===== config.mk =====
export PLATFORM = sky130hd
export DESIGN_NAME = multi_slot_tick_timer
export DESIGN_NICKNAME = d
export VERILOG_FILES = /design/src/rtl/core/mstt_pkg.sv /design/src/rtl/core/mstt_cell.sv /design/src/rtl/core/multi_slot_tick_timer.sv
export SDC_FILE = /design/constraint.sdc
export NUM_CORES = 2
export LEC_CHECK = 0
export BUFFER_PORTS_ARGS = -buffer_cell sky130_fd_sc_hd__buf_4
export CAP_MARGIN = 20
export CORE_ASPECT_RATIO = 0.9
export CORE_MARGIN = 5
export CORE_UTILIZATION = 40
export DETAILED_ROUTE_END_ITERATION = 10
export PLACE_DENSITY_LB_ADDON = 0.08
export SETUP_SLACK_MARGIN = 0.2
export SLEW_MARGIN = 10
export SYNTH_ARGS = -nofsm -noshare
export SYNTH_HDL_FRONTEND = slang
export SYNTH_SLANG_ARGS = --single-unit

===== constraint.sdc =====
create_clock -name clk -period 6.7 [get_ports clk]
set_input_delay 0.67 -clock clk [delete_from_list [all_inputs] [get_ports clk]]
set_output_delay 0.67 -clock clk [all_outputs]
set_load 0.01 [all_outputs]

===== src/rtl/core/mstt_pkg.sv =====
// ============================================================================
// mstt_pkg
// Shared types and codes for the multi-slot tick timer bank.
// ============================================================================
package mstt_pkg;

    localparam int TICK_W   = 32;
    localparam int ACTION_W = 3;
    localparam int SLOT_W   = 3;
    localparam int STATUS_W = 2;
    localparam int MASK_W   = 8;

    localparam logic [ACTION_W-1:0] ACT_CREATE = 3'd0;
    localparam logic [ACTION_W-1:0] ACT_START  = 3'd1;
    localparam logic [ACTION_W-1:0] ACT_STOP   = 3'd2;
    localparam logic [ACTION_W-1:0] ACT_DELETE = 3'd3;
    localparam logic [ACTION_W-1:0] ACT_TICK   = 3'd4;

    localparam logic [STATUS_W-1:0] ST_OK          = 2'd0;
    localparam logic [STATUS_W-1:0] ST_ZERO_PERIOD = 2'd1;
    localparam logic [STATUS_W-1:0] ST_FULL        = 2'd2;
    localparam logic [STATUS_W-1:0] ST_NOT_USED    = 2'd3;

    // Item result as it is built up along the chain.
    typedef struct packed {
        logic [STATUS_W-1:0] status;
        logic [SLOT_W-1:0]   given;
        logic [MASK_W-1:0]   mask;
    } res_t;

    // Item command plus its partial result, handed from cell to cell.
    typedef struct packed {
        logic [ACTION_W-1:0] action;
        logic [SLOT_W-1:0]   slot;
        logic [TICK_W-1:0]   period;
        logic                reload;
        logic [TICK_W-1:0]   now;
        res_t                res;
    } pkt_t;

endpackage


===== src/rtl/core/mstt_cell.sv =====
// ============================================================================
// mstt_cell
// One timer slot: holds the slot state, acts on the item passing through and
// hands the item with its updated result to the next cell.
// ============================================================================
module mstt_cell #(
    parameter int IDX = 0
) (
    input  logic              clk,
    input  logic              rst_n,
    input  logic              in_vld,
    input  mstt_pkg::pkt_t    in_pkt,
    output logic              out_vld,
    output mstt_pkg::pkt_t    out_pkt
);

    localparam logic                         ADDRESSABLE = (IDX < 8);
    localparam logic [mstt_pkg::SLOT_W-1:0]  MY_SLOT     = mstt_pkg::SLOT_W'(IDX);
    localparam logic [mstt_pkg::MASK_W-1:0]  MASK_BIT    =
        (IDX < mstt_pkg::MASK_W) ? mstt_pkg::MASK_W'(1 << IDX) : '0;

    logic                        used_reg, used_next;
    logic                        active_reg, active_next;
    logic                        reload_reg, reload_next;
    logic [mstt_pkg::TICK_W-1:0] period_reg, period_next;
    logic [mstt_pkg::TICK_W-1:0] expiry_reg, expiry_next;
    logic                        vld_reg;
    mstt_pkg::pkt_t              pkt_reg, pkt_next;

    logic [mstt_pkg::TICK_W-1:0] diff;
    logic                        reached;
    logic                        addressed;

    // Wrap-safe compare: the slot is due once now - expiry is not negative.
    assign diff      = in_pkt.now - expiry_reg;
    assign reached   = ~diff[mstt_pkg::TICK_W-1];
    assign addressed = ADDRESSABLE && (in_pkt.slot == MY_SLOT) && used_reg;

    always_comb
    begin
        used_next   = used_reg;
        active_next = active_reg;
        reload_next = reload_reg;
        period_next = period_reg;
        expiry_next = expiry_reg;
        pkt_next    = in_pkt;
        if (in_vld)
        begin
            case (in_pkt.action)
                mstt_pkg::ACT_CREATE:
                begin
                    // Status still reads full only until some cell claims.
                    if ((in_pkt.res.status == mstt_pkg::ST_FULL) && !used_reg)
                    begin
                        used_next          = 1'b1;
                        active_next        = 1'b0;
                        reload_next        = in_pkt.reload;
                        period_next        = in_pkt.period;
                        expiry_next        = '0;
                        pkt_next.res.status = mstt_pkg::ST_OK;
                        pkt_next.res.given  = MY_SLOT;
                    end
                end
                mstt_pkg::ACT_START, mstt_pkg::ACT_STOP, mstt_pkg::ACT_DELETE:
                begin
                    if (addressed)
                    begin
                        pkt_next.res.status = mstt_pkg::ST_OK;
                        case (in_pkt.action)
                            mstt_pkg::ACT_START:
                            begin
                                expiry_next = in_pkt.now + period_reg;
                                active_next = 1'b1;
                            end
                            mstt_pkg::ACT_STOP:
                            begin
                                active_next = 1'b0;
                            end
                            default:
                            begin
                                used_next   = 1'b0;
                                active_next = 1'b0;
                            end
                        endcase
                    end
                end
                mstt_pkg::ACT_TICK:
                begin
                    if (used_reg && active_reg && reached)
                    begin
                        if (reload_reg)
                        begin
                            expiry_next = expiry_reg + period_reg;
                        end
                        else
                        begin
                            active_next = 1'b0;
                        end
                        pkt_next.res.mask = in_pkt.res.mask | MASK_BIT;
                    end
                end
                default:
                begin
                end
            endcase
        end
    end

    always_ff @(posedge clk or negedge rst_n)
    begin
        if (!rst_n)
        begin
            used_reg   <= 1'b0;
            active_reg <= 1'b0;
            reload_reg <= 1'b0;
            vld_reg    <= 1'b0;
        end
        else
        begin
            used_reg   <= used_next;
            active_reg <= active_next;
            reload_reg <= reload_next;
            vld_reg    <= in_vld;
        end
    end

    always_ff @(posedge clk)
    begin
        period_reg <= period_next;
        expiry_reg <= expiry_next;
        pkt_reg    <= pkt_next;
    end

    assign out_vld = vld_reg;
    assign out_pkt = pkt_reg;

endmodule


===== src/rtl/core/multi_slot_tick_timer.sv =====
// ============================================================================
// multi_slot_tick_timer
// Bank of create/start/stop/delete timer slots checked on each tick item.
// ============================================================================
// Usage:
// The input channel (in_valid/in_stall) takes one command item: create,
// start, stop, delete or tick, with its slot, period, reload flag and the
// current tick. The output channel (out_valid/out_stall) returns exactly one
// result item per command: status, the slot given by a create, and the mask
// of slots that fired on a tick.
// The slots form a row of cells. An item enters the row and moves one cell
// per cycle, each cell acting on its own slot; its result is registered on
// the output side once the item leaves the last cell. A new item is taken
// only after the previous one has left the row, so one item is in the row
// at a time.
// A finished result waits in the output register while the next item is
// taken; if the receiver keeps stalling, a second result is parked in a
// holding register and in_stall stays high until the output drains.
// Reset frees every slot and empties the row and the output side.
// ============================================================================
module multi_slot_tick_timer #(
    parameter int SLOTS = 8
) (
    input  logic                           clk,
    input  logic                           rst_n,
    input  logic                           in_valid,
    output logic                           in_stall,
    input  logic [mstt_pkg::ACTION_W-1:0]  action,
    input  logic [mstt_pkg::SLOT_W-1:0]    slot,
    input  logic [mstt_pkg::TICK_W-1:0]    period,
    input  logic                           auto_reload,
    input  logic [mstt_pkg::TICK_W-1:0]    now_tick,
    output logic                           out_valid,
    input  logic                           out_stall,
    output logic [mstt_pkg::STATUS_W-1:0]  status,
    output logic [mstt_pkg::SLOT_W-1:0]    given_slot,
    output logic [mstt_pkg::MASK_W-1:0]    fired_mask
);

    logic                 in_take;
    logic                 out_take;
    logic                 busy_reg, busy_next;
    logic                 ent_vld_reg;
    mstt_pkg::pkt_t       ent_pkt_reg, ent_pkt_next;
    logic                 out_vld_reg, out_vld_next;
    logic                 pend_vld_reg, pend_vld_next;
    mstt_pkg::res_t       out_res_reg, out_res_next;
    mstt_pkg::res_t       pend_res_reg, pend_res_next;

    logic [SLOTS:0]       link_vld;
    mstt_pkg::pkt_t       link_pkt [SLOTS+1];

    assign in_stall = busy_reg || pend_vld_reg;
    assign in_take  = in_valid && !in_stall;
    assign out_take = out_vld_reg && !out_stall;

    // The starting status is what the item reports if no cell changes it.
    always_comb
    begin
        ent_pkt_next.action     = action;
        ent_pkt_next.slot       = slot;
        ent_pkt_next.period     = period;
        ent_pkt_next.reload     = auto_reload;
        ent_pkt_next.now        = now_tick;
        ent_pkt_next.res.given  = '0;
        ent_pkt_next.res.mask   = '0;
        case (action)
            mstt_pkg::ACT_CREATE:
            begin
                ent_pkt_next.res.status = (period == '0) ? mstt_pkg::ST_ZERO_PERIOD
                                                         : mstt_pkg::ST_FULL;
            end
            mstt_pkg::ACT_START, mstt_pkg::ACT_STOP, mstt_pkg::ACT_DELETE:
            begin
                ent_pkt_next.res.status = mstt_pkg::ST_NOT_USED;
            end
            default:
            begin
                ent_pkt_next.res.status = mstt_pkg::ST_OK;
            end
        endcase
    end

    assign link_vld[0] = ent_vld_reg;
    assign link_pkt[0] = ent_pkt_reg;

    for (genvar gi = 0; gi < SLOTS; gi++)
    begin : g_cell
        mstt_cell #(
            .IDX (gi)
        ) u_cell (
            .clk     (clk),
            .rst_n   (rst_n),
            .in_vld  (link_vld[gi]),
            .in_pkt  (link_pkt[gi]),
            .out_vld (link_vld[gi+1]),
            .out_pkt (link_pkt[gi+1])
        );
    end

    always_comb
    begin
        busy_next     = busy_reg;
        out_vld_next  = out_vld_reg;
        pend_vld_next = pend_vld_reg;
        out_res_next  = out_res_reg;
        pend_res_next = pend_res_reg;
        if (in_take)
        begin
            busy_next = 1'b1;
        end
        if (link_vld[SLOTS])
        begin
            busy_next = 1'b0;
            if (!out_vld_reg || out_take)
            begin
                out_vld_next = 1'b1;
                out_res_next = link_pkt[SLOTS].res;
            end
            else
            begin
                pend_vld_next = 1'b1;
                pend_res_next = link_pkt[SLOTS].res;
            end
        end
        else if (out_take)
        begin
            out_vld_next  = pend_vld_reg;
            out_res_next  = pend_res_reg;
            pend_vld_next = 1'b0;
        end
    end

    always_ff @(posedge clk or negedge rst_n)
    begin
        if (!rst_n)
        begin
            busy_reg     <= 1'b0;
            ent_vld_reg  <= 1'b0;
            out_vld_reg  <= 1'b0;
            pend_vld_reg <= 1'b0;
        end
        else
        begin
            busy_reg     <= busy_next;
            ent_vld_reg  <= in_take;
            out_vld_reg  <= out_vld_next;
            pend_vld_reg <= pend_vld_next;
        end
    end

    always_ff @(posedge clk)
    begin
        ent_pkt_reg  <= ent_pkt_next;
        out_res_reg  <= out_res_next;
        pend_res_reg <= pend_res_next;
    end

    assign out_valid  = out_vld_reg;
    assign status     = out_res_reg.status;
    assign given_slot = out_res_reg.given;
    assign fired_mask = out_res_reg.mask;

    // Only one item may walk the row of cells at a time.
    a_single_item: assert property (@(posedge clk) disable iff (!rst_n)
        $countones(link_vld) <= 1)
        else $error("more than one item in the cell row");

    // Any item in the row must have been counted as in flight.
    a_row_busy: assert property (@(posedge clk) disable iff (!rst_n)
        (link_vld != '0) |-> busy_reg)
        else $error("item in the row while the bank is not busy");

    // A parked result always has a result ahead of it.
    a_pend_order: assert property (@(posedge clk) disable iff (!rst_n)
        pend_vld_reg |-> out_vld_reg)
        else $error("holding register full with the output empty");

    // An accepted item is at the input of the first cell on the next edge.
    a_enter: assert property (@(posedge clk) disable iff (!rst_n)
        in_take |=> (ent_vld_reg && busy_reg))
        else $error("accepted item did not enter the row");

endmodule

==> flow_summary.ini <==
[cts]
cts_resized = 0
cts.reportedPaths.clkPinSlew_ps = 60
cts_tree = done
numCtsBuffers = 135
clkSinkCount = 1213
cts_max_path_buffers = 3
cts_hold_buf = 72
cts_setup_buffers = 0
htreeDepth = 4
clock_latency_ps = 740
clock-root-buffer = clkbuf_16

[routing]
wl_per_cell_um = 16.8
ant_nets = 0
vias_per_cell = 4.88
wl_mm = 111
drt_iter0_markers = 1218
dr.pass1.iters = 7
vias = 32200
drc = 0

[floorplanning]
ios = 90
die_area_um2 = 141000
core_um2 = 133000
initial_core_util_pct = 40.2
die_h_um = 357
rows = 127
fp.dieW_um = 395

[cells_and_area]
areaGrowthSynthToFinish_pct = 15.7
diodes = 0
drive_gt1_share_pct = 13.5
final_common_cell = dfxtp_1
largest_reg_flops = 566
fin_nets = 5315
layout_common_cells = dfxtp_1, edfxtp_1, ha_1, nor2_1, inv_1

[run]
maxCapViolCount = 0

[timing]
rsz0062_at_grt = no
finalSetupViolCount = 0
fin_ws_ps = 1370
slew_viol_final = 0
post-route-min-period_ps = 5330
finalCritPeriodShare_pct = 79.5
setup_tns_ps = 0
tightest_slew_ps = 1070
hold_violations = 0
whs_ps = 220
relSlewSlack_pct = 27.8
finClkSkew_ps = 21.1
timing.fmax_ghz = 0.188

[worst_setup_path]
cp.required_ps = 7180
crit_family = compound AO/OA/AOI/OAI gates
worstReg2RegStart = ent_pkt_reg[82]$_DFF_P_
regToRegEndpoint = g_cell[0].u_cell.expiry_reg[31]$_SDFFCE_PN0P_
cp_cell_sequence = nor2_1 -> and2_1 -> buf_4 -> mux2_2 -> ha_1 -> a21oi_1 -> nand2_1 -> o311ai_0 -> o21ai_2 -> a31oi_4 -> nor3_2 -> or3_1 -> a21oi_2 -> xor2_2 -> xnor2_1 -> a22o_1
endpoint = g_cell[0].u_cell.expiry_reg[31]$_SDFFCE_PN0P_
slowest_stage = o311ai_0
max_stage_delay_ps = 630
r2r_cells = 16
setup.worst_path.start_class = flip-flop
worstPathMaxFanout = 22
crit_start = ent_pkt_reg[82]$_DFF_P_
critPathArrivalTime_ps = 5800
path_depth = 16
crit_type = reg2reg
endpoint_kind = flip-flop
r2r_slack_ps = 1370
critPathBufInv = 1

[placement]
io_buffers = 89
place_congestion = 0.900
pre_cts_ws_ps = 1220
dpl.hpwl_mm = 87.3

[synthesis]
yosys.area.top_type = edfxtp_1
synthTopCellsByArea = edfxtp_1, dfxtp_1, ha_1, mux2_2, a21o_1
ys_warn_count = 0
synth_nets = 5047
syn-cell-area_um2 = 53400
ys_ff_latch = 1213
synthArstFlopShare_pct = 2.97
ys.flop_type = dfxtp_1
synthCells = 4476
ys_seq_area_share_pct = 55.9
synth_enable_flop_cells = 538
ys_types = 80
syn_avg_cell_area_um2 = 11.9
synthDominantCellAreaShare_pct = 30.3

[global_routing]
grt_max_degree = 37
grt_pass1_vias = 33300
grt_pass1_wl_mm = 178
track_usage_pct = 15.9
overflow = 0
antenna_found_initial = 0

[power]
power_mw = 17.5
total_leakage_power_nw = 26.1
clockPowerShare_pct = 43.1
combinationalPowerShare_pct = 9.2
p_per_area_nw_per_um2 = 284
switching_share_pct = 23.1
netSwitchingPower_mw = 4.05
seqPwrFrac_pct = 47.6
ir_drop_mv = 0.215
p_int_mw = 13.5

[outcome]
outcome = finished, final reports clean

[worst_hold_path]
hold_path.class = in2reg
[worst reg2reg max path, stage by stage, from the launching register on]
cell and delay [ps]:
dfxtp_1 370, nor2_1 470, and2_1 480, buf_4 370, mux2_2 390, ha_1 360, a21oi_1 230, nand2_1 150
o311ai_0 630, o21ai_2 200, a31oi_4 280, nor3_2 80, or3_1 380, a21oi_2 190, xor2_2 190, xnor2_1 80
a22o_1 220
[cell families (layout without fill, tap and decap cells)]
logic type	after synthesis	in the layout	synth area share, %
adder cells (fa/ha/maj)	496	496	11.7
AND/OR/NAND/NOR	941	941	8.56
buffers and inverters	400	782	2.81
multiplexers	270	270	5.68
XOR/XNOR	226	226	3.72
flip-flops	1213	1213	55.9
AO/OA/AOI/OAI	930	930	11.6
[metal layers]
| layer | track usage, % | wire (um) |
|---|---|---|
| met4 | 5.28 | 2990 |
| met1 | 21.0 | 53100 |
| met2 | 26.6 | 51200 |
| met3 | 2.65 | 3390 |
| met5 | 0 | 0 |
[metrics by stage]
stage          std cells  instance area, um2  utilization (%)
4_1_cts             6599               61800             46.5
6_report            6599               61800             46.5
3_3_place_gp        6276               56400             42.5
3_5_place_dp        6276               56400             42.5
2_1_floorplan       4476               53400                -
5_1_grt             6599               61800             46.5
[area by class of cell]
type	instances	area [um2]
Inverter	334	1250
Multi-Input combinational cell	2863	22200
Tap cell	1741	2180
Clock inverter	63	724
Clock buffer	188	3890
Fill cell	12000	71100
Sequential cell	1213	29800
Timing Repair Buffer	197	1660
[synthesized netlist by cell type (all sizes together), types with 7 or more instances]
cell and number:
dfxtp 639, edfxtp 538, ha 488, nor2 359
inv 334, mux2 264, a21oi 232, a21o 230
o21ai 175, nand2 154, xnor2 127, xor2 99
nor3 66, nand2b 65, clkbuf 60, nor2b 57
nand4 56, a211oi 44, nand3 42, and2 37
dfrtp 36, o21a 35, a31oi 28, and3 28
o21bai 23, a221oi 15, and4 15, a221o 14
nor4 13, o31ai 13, nor3b 12, o211ai 12
a21boi 11, or2 11, a41oi 9, o22ai 9
a211o 8, fa 8, or3 8, a2111oi 7
a31o 7
[worst min path at each step]
| stage | startpoint | to | slack (ps) | cells after the start |
|---|---|---|---|---|
| global placement | g_cell[6].u_cell.out_pkt[2]$_DFF_P_ | g_cell[7].u_cell.out_pkt[2]$_DFF_P_ | 310 | 0 |
| floorplan | g_cell[0].u_cell.out_pkt[0]$_SDFF_PN0_ | g_cell[1].u_cell.out_pkt[0]$_DFF_P_ | 310 | 0 |
| finish | out_stall | out_valid$_DFFE_PN0P_ | 220 | 3 |
| detailed placement | g_cell[5].u_cell.out_pkt[3]$_DFF_P_ | g_cell[6].u_cell.out_pkt[3]$_DFF_P_ | 310 | 0 |
| global route | out_stall | out_valid$_DFFE_PN0P_ | 180 | 3 |
| CTS | out_stall | out_valid$_DFFE_PN0P_ | 140 | 3 |
[power by group through the flow]
| stage | Combinational [mW] | Sequential (mW) | Clock, mW |
|---|---|---|---|
| 2_1_floorplan | 1.16 | 8.39 | 0 |
| 3_5_place_dp | 1.60 | 8.50 | 0 |
| 4_1_cts | 1.64 | 8.34 | 7.81 |
| 6_report | 1.62 | 8.34 | 7.56 |
| 5_1_grt | 1.83 | 8.38 | 8.13 |
| 3_3_place_gp | 1.59 | 8.50 | 0 |
Power figures use the tool's default switching activity.
